--- config.mk ---
export PLATFORM = sky130hd
export DESIGN_NAME = black_run_segment_finder
export DESIGN_NICKNAME = d
export VERILOG_FILES = /design/src/brsf_pkg.sv /design/src/brsf_front.sv /design/src/brsf_queue.sv /design/src/brsf_back.sv /design/src/black_run_segment_finder.sv
export VERILOG_INCLUDE_DIRS = /design/src /design/src/src
export SDC_FILE = /design/constraint.sdc
export NUM_CORES = 1
export LEC_CHECK = 0
export BUFFER_PORTS_ARGS = -buffer_cell sky130_fd_sc_hd__buf_2
export CAP_MARGIN = 20
export CORE_MARGIN = 2
export CORE_UTILIZATION = 30
export DETAILED_ROUTE_END_ITERATION = 8
export SYNTH_ARGS = -nofsm -noshare
export SYNTH_HDL_FRONTEND = slang
export SYNTH_SLANG_ARGS = --single-unit
--- constraint.sdc ---
create_clock -name clk -period 13.4 [get_ports clk]
set_input_delay 1.34 -clock clk [delete_from_list [all_inputs] [get_ports clk]]
set_output_delay 1.34 -clock clk [all_outputs]
set_load 0.03 [all_outputs]
--- src/black_run_segment_finder_macros.svh ---
// assertion macros for the black run segment finder
// used by the top level; no other dependencies
`ifndef BLACK_RUN_SEGMENT_FINDER_MACROS_SVH
`define BLACK_RUN_SEGMENT_FINDER_MACROS_SVH

`ifndef SYNTHESIS
// property that must hold on every clock edge out of reset
`define BRSF_ASSERT(lbl, prop, msg) \
    lbl: assert property (@(posedge clk) disable iff (!rst_n) (prop)) else $error(msg);
// consequence that must hold in the cycle after the antecedent
`define BRSF_ASSERT_NEXT(lbl, ante, cons, msg) \
    lbl: assert property (@(posedge clk) disable iff (!rst_n) (ante) |=> (cons)) else $error(msg);
`else
`define BRSF_ASSERT(lbl, prop, msg)
`define BRSF_ASSERT_NEXT(lbl, ante, cons, msg)
`endif

`endif

--- src/brsf_pkg.sv ---
// shared constants, types and register codes of the black run segment finder
// no dependencies
`default_nettype none

package brsf_pkg;

    localparam int MAX_LINE_LENGTH = 1024;
    localparam int MAX_LINES       = 1024;
    localparam int COL_W           = $clog2(MAX_LINE_LENGTH);
    localparam int ROW_W           = $clog2(MAX_LINES);
    localparam int LEN_W           = 11;
    localparam int GAP_W           = 4;
    localparam int GAP_CNT_W       = GAP_W + 1;
    localparam int CFG_IDX_W       = 2;
    localparam int QUEUE_DEPTH     = 4;
    localparam int QPTR_W          = $clog2(QUEUE_DEPTH);

    localparam logic [LEN_W-1:0] LINE_LENGTH_RST = LEN_W'(1024);
    localparam logic [LEN_W-1:0] MIN_WIDTH_RST   = LEN_W'(6);
    localparam logic [GAP_W-1:0] MAX_GAP_RST     = GAP_W'(3);

    typedef enum logic [CFG_IDX_W-1:0] {
        REG_LINE_LENGTH = 2'd0,
        REG_MIN_WIDTH   = 2'd1,
        REG_MAX_GAP     = 2'd2
    } cfg_reg_t;

    // closed run handed from front to back
    typedef struct packed {
        logic [ROW_W-1:0] row;
        logic [COL_W-1:0] first;
        logic [COL_W-1:0] last;
    } seg_rec_t;

    // queue status seen by both sides
    typedef struct packed {
        logic full;
        logic empty;
    } q_status_t;

endpackage

`default_nettype wire

--- src/brsf_front.sv ---
// front part: column/row counting and run tracking, one pixel per cycle while accept is high
// depends on brsf_pkg
`default_nettype none

module brsf_front (
    input  wire logic                            clk,
    input  wire logic                            rst_n,
    input  wire logic                            accept,
    input  wire logic                            pixel_black,
    input  wire logic                            frame_start,
    input  wire logic [brsf_pkg::LEN_W-1:0]      line_length,
    input  wire logic [brsf_pkg::GAP_W-1:0]      max_gap,
    output logic                                 rec_push,
    output brsf_pkg::seg_rec_t                   rec
);

    logic [brsf_pkg::COL_W-1:0]     col_reg, col_next;
    logic [brsf_pkg::ROW_W-1:0]     row_reg, row_next;
    logic                           open_reg, open_next;
    logic [brsf_pkg::COL_W-1:0]     first_reg, first_next;
    logic [brsf_pkg::COL_W-1:0]     last_reg, last_next;
    logic [brsf_pkg::GAP_CNT_W-1:0] gap_reg, gap_next;

    logic [brsf_pkg::LEN_W-1:0]     len_eff;
    logic                           line_end;
    logic                           emit;

    // line length zero acts as one, too large saturates
    always_comb
    begin
        if (line_length == '0)
            len_eff = brsf_pkg::LEN_W'(1);
        else if (line_length > brsf_pkg::LEN_W'(brsf_pkg::MAX_LINE_LENGTH))
            len_eff = brsf_pkg::LEN_W'(brsf_pkg::MAX_LINE_LENGTH);
        else
            len_eff = line_length;
    end

    always_comb
    begin
        logic [brsf_pkg::COL_W-1:0]     col_c;
        logic [brsf_pkg::ROW_W-1:0]     row_c;
        logic                           open_c;
        logic [brsf_pkg::COL_W-1:0]     first_c;
        logic [brsf_pkg::COL_W-1:0]     last_c;
        logic [brsf_pkg::GAP_CNT_W-1:0] gap_c;

        col_c   = frame_start ? '0   : col_reg;
        row_c   = frame_start ? '0   : row_reg;
        open_c  = frame_start ? 1'b0 : open_reg;
        first_c = frame_start ? '0   : first_reg;
        last_c  = frame_start ? '0   : last_reg;
        gap_c   = frame_start ? '0   : gap_reg;

        emit = 1'b0;
        rec.row   = row_c;
        rec.first = first_c;
        rec.last  = last_c;

        if (pixel_black)
        begin
            if (!open_c)
            begin
                open_c  = 1'b1;
                first_c = col_c;
            end
            last_c = col_c;
            gap_c  = '0;
        end
        else if (open_c)
        begin
            gap_c = gap_c + 1'b1;
            if (gap_c > {1'b0, max_gap})
            begin
                // gap too wide: close here
                emit      = 1'b1;
                rec.first = first_c;
                rec.last  = last_c;
                open_c    = 1'b0;
                first_c   = '0;
                last_c    = '0;
                gap_c     = '0;
            end
        end

        line_end = ({1'b0, col_c} + 1'b1) >= len_eff;

        if (line_end)
        begin
            if (open_c)
            begin
                emit      = 1'b1;
                rec.first = first_c;
                rec.last  = last_c;
                open_c    = 1'b0;
                first_c   = '0;
                last_c    = '0;
                gap_c     = '0;
            end
            col_next = '0;
            row_next = (row_c == brsf_pkg::ROW_W'(brsf_pkg::MAX_LINES - 1)) ? '0
                                                                           : row_c + 1'b1;
        end
        else
        begin
            col_next = col_c + 1'b1;
            row_next = row_c;
        end

        open_next  = open_c;
        first_next = first_c;
        last_next  = last_c;
        gap_next   = gap_c;
    end

    assign rec_push = accept && emit;

    always_ff @(posedge clk or negedge rst_n)
    begin
        if (!rst_n)
        begin
            col_reg   <= '0;
            row_reg   <= '0;
            open_reg  <= 1'b0;
            first_reg <= '0;
            last_reg  <= '0;
            gap_reg   <= '0;
        end
        else if (accept)
        begin
            col_reg   <= col_next;
            row_reg   <= row_next;
            open_reg  <= open_next;
            first_reg <= first_next;
            last_reg  <= last_next;
            gap_reg   <= gap_next;
        end
    end

endmodule

`default_nettype wire

--- src/brsf_queue.sv ---
// short queue of closed runs between front and back
// depends on brsf_pkg
`default_nettype none

module brsf_queue (
    input  wire logic                clk,
    input  wire logic                rst_n,
    input  wire logic                push,
    input  wire brsf_pkg::seg_rec_t  push_rec,
    input  wire logic                pop,
    output brsf_pkg::seg_rec_t       pop_rec,
    output brsf_pkg::q_status_t      status
);

    brsf_pkg::seg_rec_t            mem_reg [brsf_pkg::QUEUE_DEPTH];
    logic [brsf_pkg::QPTR_W-1:0]   wr_ptr_reg, wr_ptr_next;
    logic [brsf_pkg::QPTR_W-1:0]   rd_ptr_reg, rd_ptr_next;
    logic [brsf_pkg::QPTR_W:0]     count_reg, count_next;
    logic                          do_push;
    logic                          do_pop;

    assign status.full  = (count_reg == (brsf_pkg::QPTR_W+1)'(brsf_pkg::QUEUE_DEPTH));
    assign status.empty = (count_reg == '0);
    assign do_push      = push && !status.full;
    assign do_pop       = pop && !status.empty;
    assign pop_rec      = mem_reg[rd_ptr_reg];

    always_comb
    begin
        wr_ptr_next = do_push ? wr_ptr_reg + 1'b1 : wr_ptr_reg;
        rd_ptr_next = do_pop  ? rd_ptr_reg + 1'b1 : rd_ptr_reg;
        count_next  = count_reg;
        if (do_push && !do_pop)
            count_next = count_reg + 1'b1;
        else if (do_pop && !do_push)
            count_next = count_reg - 1'b1;
    end

    always_ff @(posedge clk)
    begin
        if (do_push)
            mem_reg[wr_ptr_reg] <= push_rec;
    end

    always_ff @(posedge clk or negedge rst_n)
    begin
        if (!rst_n)
        begin
            wr_ptr_reg <= '0;
            rd_ptr_reg <= '0;
            count_reg  <= '0;
        end
        else
        begin
            wr_ptr_reg <= wr_ptr_next;
            rd_ptr_reg <= rd_ptr_next;
            count_reg  <= count_next;
        end
    end

endmodule

`default_nettype wire

--- src/brsf_back.sv ---
// back part: width filter, center computation and result register
// depends on brsf_pkg
`default_nettype none

module brsf_back (
    input  wire logic                          clk,
    input  wire logic                          rst_n,
    input  wire logic                          q_empty,
    input  wire brsf_pkg::seg_rec_t            q_rec,
    output logic                               q_pop,
    input  wire logic [brsf_pkg::LEN_W-1:0]    min_width,
    input  wire logic                          out_pop,
    output logic                               out_valid,
    output logic [brsf_pkg::ROW_W-1:0]         seg_row,
    output logic [brsf_pkg::COL_W-1:0]         seg_first,
    output logic [brsf_pkg::COL_W-1:0]         seg_last,
    output logic [brsf_pkg::COL_W-1:0]         seg_center
);

    logic                         valid_reg, valid_next;
    logic [brsf_pkg::ROW_W-1:0]   row_reg;
    logic [brsf_pkg::COL_W-1:0]   first_reg;
    logic [brsf_pkg::COL_W-1:0]   last_reg;
    logic [brsf_pkg::COL_W-1:0]   center_reg;
    logic [brsf_pkg::LEN_W-1:0]   width;
    logic [brsf_pkg::COL_W:0]     sum;
    logic                         wide_enough;
    logic                         load;
    logic                         taken;

    assign width       = {1'b0, q_rec.last} - {1'b0, q_rec.first} + 1'b1;
    assign sum         = {1'b0, q_rec.first} + {1'b0, q_rec.last};
    assign wide_enough = width >= min_width;
    assign taken       = out_pop && valid_reg;
    assign q_pop       = !q_empty && (!valid_reg || taken);
    assign load        = q_pop && wide_enough;

    // narrow runs are dropped as they leave the queue
    always_comb
    begin
        valid_next = valid_reg;
        if (q_pop)
            valid_next = wide_enough;
        else if (taken)
            valid_next = 1'b0;
    end

    always_ff @(posedge clk or negedge rst_n)
    begin
        if (!rst_n)
            valid_reg <= 1'b0;
        else
            valid_reg <= valid_next;
    end

    always_ff @(posedge clk)
    begin
        if (load)
        begin
            row_reg    <= q_rec.row;
            first_reg  <= q_rec.first;
            last_reg   <= q_rec.last;
            center_reg <= sum[brsf_pkg::COL_W:1];
        end
    end

    assign out_valid  = valid_reg;
    assign seg_row    = row_reg;
    assign seg_first  = first_reg;
    assign seg_last   = last_reg;
    assign seg_center = center_reg;

endmodule

`default_nettype wire

--- src/black_run_segment_finder.sv ---
// black run segment finder: a run closed by an accepted pixel request goes through the run queue
// and then the result register onto the result ports, when the queue and result register are free
// throughput: one pixel request per cycle; input stalls only while the 4-entry run queue is full
// results leave at up to one per cycle through a single result register
// configuration writes take effect in the cycle after the write; cfg_ready is always high
// reset (rst_n, async, active low) clears counters, open run, queue and result valid
// and loads line_length 1024, min_width 6, max_gap 3
`default_nettype none

`include "black_run_segment_finder_macros.svh"

module black_run_segment_finder (
    input  wire logic                              clk,
    input  wire logic                              rst_n,
    // pixel side
    input  wire logic                              push,
    output logic                                   full,
    input  wire logic                              pixel_black,
    input  wire logic                              frame_start,
    // result side
    output logic                                   empty,
    input  wire logic                              pop,
    output logic [brsf_pkg::ROW_W-1:0]             seg_row,
    output logic [brsf_pkg::COL_W-1:0]             seg_first,
    output logic [brsf_pkg::COL_W-1:0]             seg_last,
    output logic [brsf_pkg::COL_W-1:0]             seg_center,
    // configuration write channel
    input  wire logic                              cfg_valid,
    output logic                                   cfg_ready,
    input  wire logic [brsf_pkg::CFG_IDX_W-1:0]    cfg_index,
    input  wire logic [brsf_pkg::LEN_W-1:0]        cfg_data
);

    // configuration registers
    logic [brsf_pkg::LEN_W-1:0]   line_length_reg, line_length_next;
    logic [brsf_pkg::LEN_W-1:0]   min_width_reg, min_width_next;
    logic [brsf_pkg::GAP_W-1:0]   max_gap_reg, max_gap_next;

    // front to queue
    logic                         accept;
    logic                         rec_push;
    brsf_pkg::seg_rec_t           rec_in;

    // queue to back
    brsf_pkg::seg_rec_t           rec_out;
    brsf_pkg::q_status_t          q_status;
    logic                         q_pop;
    logic                         out_valid;

    assign cfg_ready = 1'b1;

    // register writes; indexes beyond the list are ignored
    always_comb
    begin
        line_length_next = line_length_reg;
        min_width_next   = min_width_reg;
        max_gap_next     = max_gap_reg;
        if (cfg_valid && cfg_ready)
        begin
            case (cfg_index)
                brsf_pkg::REG_LINE_LENGTH: line_length_next = cfg_data;
                brsf_pkg::REG_MIN_WIDTH:   min_width_next   = cfg_data;
                brsf_pkg::REG_MAX_GAP:     max_gap_next     = cfg_data[brsf_pkg::GAP_W-1:0];
                default:                   ;
            endcase
        end
    end

    always_ff @(posedge clk or negedge rst_n)
    begin
        if (!rst_n)
        begin
            line_length_reg <= brsf_pkg::LINE_LENGTH_RST;
            min_width_reg   <= brsf_pkg::MIN_WIDTH_RST;
            max_gap_reg     <= brsf_pkg::MAX_GAP_RST;
        end
        else
        begin
            line_length_reg <= line_length_next;
            min_width_reg   <= min_width_next;
            max_gap_reg     <= max_gap_next;
        end
    end

    // the front stalls only when the queue cannot take another closed run
    assign full   = q_status.full;
    assign accept = push && !full;

    brsf_front u_front (
        .clk         (clk),
        .rst_n       (rst_n),
        .accept      (accept),
        .pixel_black (pixel_black),
        .frame_start (frame_start),
        .line_length (line_length_reg),
        .max_gap     (max_gap_reg),
        .rec_push    (rec_push),
        .rec         (rec_in)
    );

    // decouples run tracking from the width filter and result register
    brsf_queue u_queue (
        .clk      (clk),
        .rst_n    (rst_n),
        .push     (rec_push),
        .push_rec (rec_in),
        .pop      (q_pop),
        .pop_rec  (rec_out),
        .status   (q_status)
    );

    brsf_back u_back (
        .clk        (clk),
        .rst_n      (rst_n),
        .q_empty    (q_status.empty),
        .q_rec      (rec_out),
        .q_pop      (q_pop),
        .min_width  (min_width_reg),
        .out_pop    (pop),
        .out_valid  (out_valid),
        .seg_row    (seg_row),
        .seg_first  (seg_first),
        .seg_last   (seg_last),
        .seg_center (seg_center)
    );

    assign empty = !out_valid;

    // a reported run never runs backwards
    `BRSF_ASSERT(a_order, !empty |-> (seg_last >= seg_first), "seg_last below seg_first")
    // center lies within the run
    `BRSF_ASSERT(a_center, !empty |-> (seg_center >= seg_first && seg_center <= seg_last), "bad center")
    // a new result can only come out of a queued run
    `BRSF_ASSERT(a_source, $fell(empty) |-> $past(!q_status.empty), "result without queued run")

endmodule

`default_nettype wire
==> results.json <==
{
  "first_global_vias": 7223,
  "cp_max_fo": 60,
  "viasPerCell": 4.88,
  "final_area_sq_mm": 0.0135,
  "drt-initial-drc-count": 541,
  "cts_root_buf": "clkbuf_16",
  "synth_edf_count": 160,
  "vias": 7257,
  "syn_avg_cell_area_sq_um": 13.1,
  "critPathBufInv": 3,
  "ys_seq_elements": 240,
  "ys.flop_type": "edfxtp_1",
  "netlist_area_sq_mm": 0.0117,
  "row_count": 72,
  "hold_buffers": 0,
  "drtAntennaViolNets": 0,
  "post_cts_buffers": 0,
  "cpPeakStageDelay_ns": 0.68,
  "worst_setup_hold_path_clk_slew_ns": 0.06,
  "die_y_um": 202,
  "detail_route.wl_per_cell_um": 17.4,
  "grt_setup_unrepaired": "false",
  "nFillCells": 3803,
  "syn_nets": 979,
  "final_max_slew_viol_count": 0,
  "arrival_ns": 5.44,
  "grt_start_max_net_pins": 81,
  "finalNonFillerCells": 1488,
  "finalSetupViolCount": 0,
  "clk_latency_ns": 0.54,
  "start_util": 0.304,
  "critical-path-top-delay-family": "simple AND/OR/NAND/NOR gates",
  "die_area_sq_mm": 0.0407,
  "place_inst": 1438,
  "largest_reg_flops": 120,
  "drt_pre_antenna_iters": 5,
  "ys_seq_area_frac": 0.581,
  "period_share": 0.390,
  "grt_pass1_wl_mm": 40.8,
  "grt_usage": 0.126,
  "yosys-top-cells-count": "160 x edfxtp_1, 84 x nand2_1, 75 x dfrtp_1",
  "p_leak_uw": 0.00517,
  "postLayoutCoreUtil": 0.350,
  "area_growth_pct": 15.2,
  "die-width_um": 202,
  "synthDistinctLibCells": 76,
  "critical_path.startpoint_type": "primary input",
  "grt_overflow_total": 0,
  "cts_tree": "done",
  "slew_headroom": 0.382,
  "cpMaxStageDelayCell": "o21ai_2",
  "timing.setup.tns_ns": 0,
  "peakVddDrop_uv": 121,
  "cts_buffer_depth": 3,
  "antenna_found_initial": 0,
  "powerDensity_mw_per_mm2": 241,
  "synth_area_leader_cell": "edfxtp_1",
  "worst_slew_pin_slew_ns": 0.924,
  "hold_path.class": "flop to flop",
  "clock_sinks": 240,
  "worstSetupEndpointType": "flop",
  "cts_made_buffers": 26,
  "numPortBuffers": 61,
  "yosys.area.top_type_share": 0.410,
  "yosys_warnings": 0,
  "coreArea_sq_mm": 0.0386,
  "hpwl_mm": 17.8,
  "max_freq_mhz": 191,
  "cp_data_required_time_ns": 13.61,
  "diodes": 0,
  "htreeDepth": 1,
  "synthArstFlopShare": 0.333,
  "crit_path_cell_trace": "buf_2, buf_4, nor2b_1, ha_1, nand3_1, nor3_1, nand3_1, xor2_1, nor2_1, ha_1, o21ai_1, nand2b_1, a21oi_1, or2_1, buf_4, o21ai_2, o221ai_1",
  "nets": 1036,
  "fin_skew_ns": 0.0126,
  "drive_above_1_share": 0.202,
  "io_pins": 63,
  "place_congestion": 0.801,
  "hold_violations": 0,
  "maxCapViolations": 0,
  "power.total_uw": 3250,
  "yosysMostFrequentCell": "edfxtp_1",
  "critPathKind": "primary input to flop",
  "wirelength_mm": 25.8,
  "synth.area.top_cells": "edfxtp_1 41%, dfrtp_1 16%, ha_1 6.7%",
  "cts_resized": 0,
  "synthCells": 893,
  "period_needed_ns": 5.23,
  "placed_area_sq_mm": 0.0125,
  "run_status": "finished clean",
  "drc": 0
}
## path summary, 6_finish.rpt
path | end | slack (ns) | startpoint | cells past startpoint
setup / recovery | u_queue.mem_reg[2][18] | 8.17 | frame_start | 17
hold reg to reg | u_queue.count_reg[2] | 0.49 | u_queue.count_reg[2] | 1
setup reg to reg | u_back.seg_row[7] | 8.31 | u_queue.rd_ptr_reg[0] | 17
hold / removal | u_queue.count_reg[2] | 0.49 | u_queue.count_reg[2] | 1
max in group asynchronous | max_gap_reg[1] | 12.00 | rst_n | 2
min in group asynchronous | line_length_reg[0] | 0.75 | rst_n | 1
## logic make-up (layout without fill, tap and decap cells)
group / Yosys count / count (layout) / share of synthesized area
buf+inv: 93 / 170 / 0.0332
xor+xnor: 31 / 31 / 0.0232
compound gates: 151 / 151 / 0.0945
flops: 240 / 240 / 0.581
other cells: 1 / 1 / 0.000320
fa+ha+maj: 66 / 66 / 0.0724
mux: 68 / 68 / 0.0931
simple gates: 243 / 243 / 0.102
## where the power goes
| part | switching, uW | internal, uW |
|---|---|---|
| sequential | 66.3 | 1030 |
| clock | 294 | 458 |
| combinational | 872 | 533 |
## area by class of cell
cell class / count / area (sq um) / share of cell area
Clock buffer: 36 / 728 / 0.0539
Sequential cell: 240 / 6810 / 0.505
Inverter: 52 / 195 / 0.0145
Timing Repair Buffer: 70 / 408 / 0.0302
Tap cell: 518 / 648 / 0.0480
Multi-Input combinational cell: 560 / 4530 / 0.335
Clock inverter: 12 / 179 / 0.0133
## cell usage in the layout (no fill, tap or decap), types with 5 or more instances in the layout
cell / Yosys / final
o22ai_1: 6 / 6
xor2_1: 12 / 12
a32oi_1: 6 / 6
clkbuf_1: 18 / 6
a22o_1: 7 / 7
ha_1: 63 / 63
clkbuf_16: 0 / 26
nand3_1: 18 / 18
mux4_2: 30 / 30
nor3_1: 9 / 9
buf_2: 11 / 60
mux2_2: 27 / 27
nand2b_1: 10 / 10
xnor2_1: 19 / 19
o221ai_1: 16 / 16
inv_1: 50 / 50
edfxtp_1: 160 / 160
o21ai_0: 18 / 18
mux2i_1: 10 / 10
nor2_1: 52 / 52
dfrtp_1: 75 / 74
nand2_1: 84 / 84
o21ai_1: 18 / 18
a21oi_1: 23 / 23
a31oi_1: 6 / 6
buf_4: 5 / 8
nor2b_1: 18 / 17
dfstp_2: 5 / 5
nand4_1: 11 / 11
## routing by layer
layer | up-vias | routed length [um] | part of all wire | track usage
met5 | - | 0 | 0 | 0
met4 | 0 | 602 | 0.023 | 0.0378
li1 | 3466 | - | - | -
met1 | 3584 | 12300 | 0.48 | 0.182
met3 | 35 | 1130 | 0.044 | 0.0194
met2 | 172 | 11800 | 0.46 | 0.196
## per-stage QoR
stage / worst slack, ns / hold WS [ns]
after floorplan: 8.29 / 0.457
after global placement: 7.78 / 0.484
after detailed placement: 7.66 / 0.483
after CTS: 7.91 / 0.496
after global routing: 7.87 / 0.506
final: 8.17 / 0.489
No activity file was read; power rests on OpenSTA's default activity.
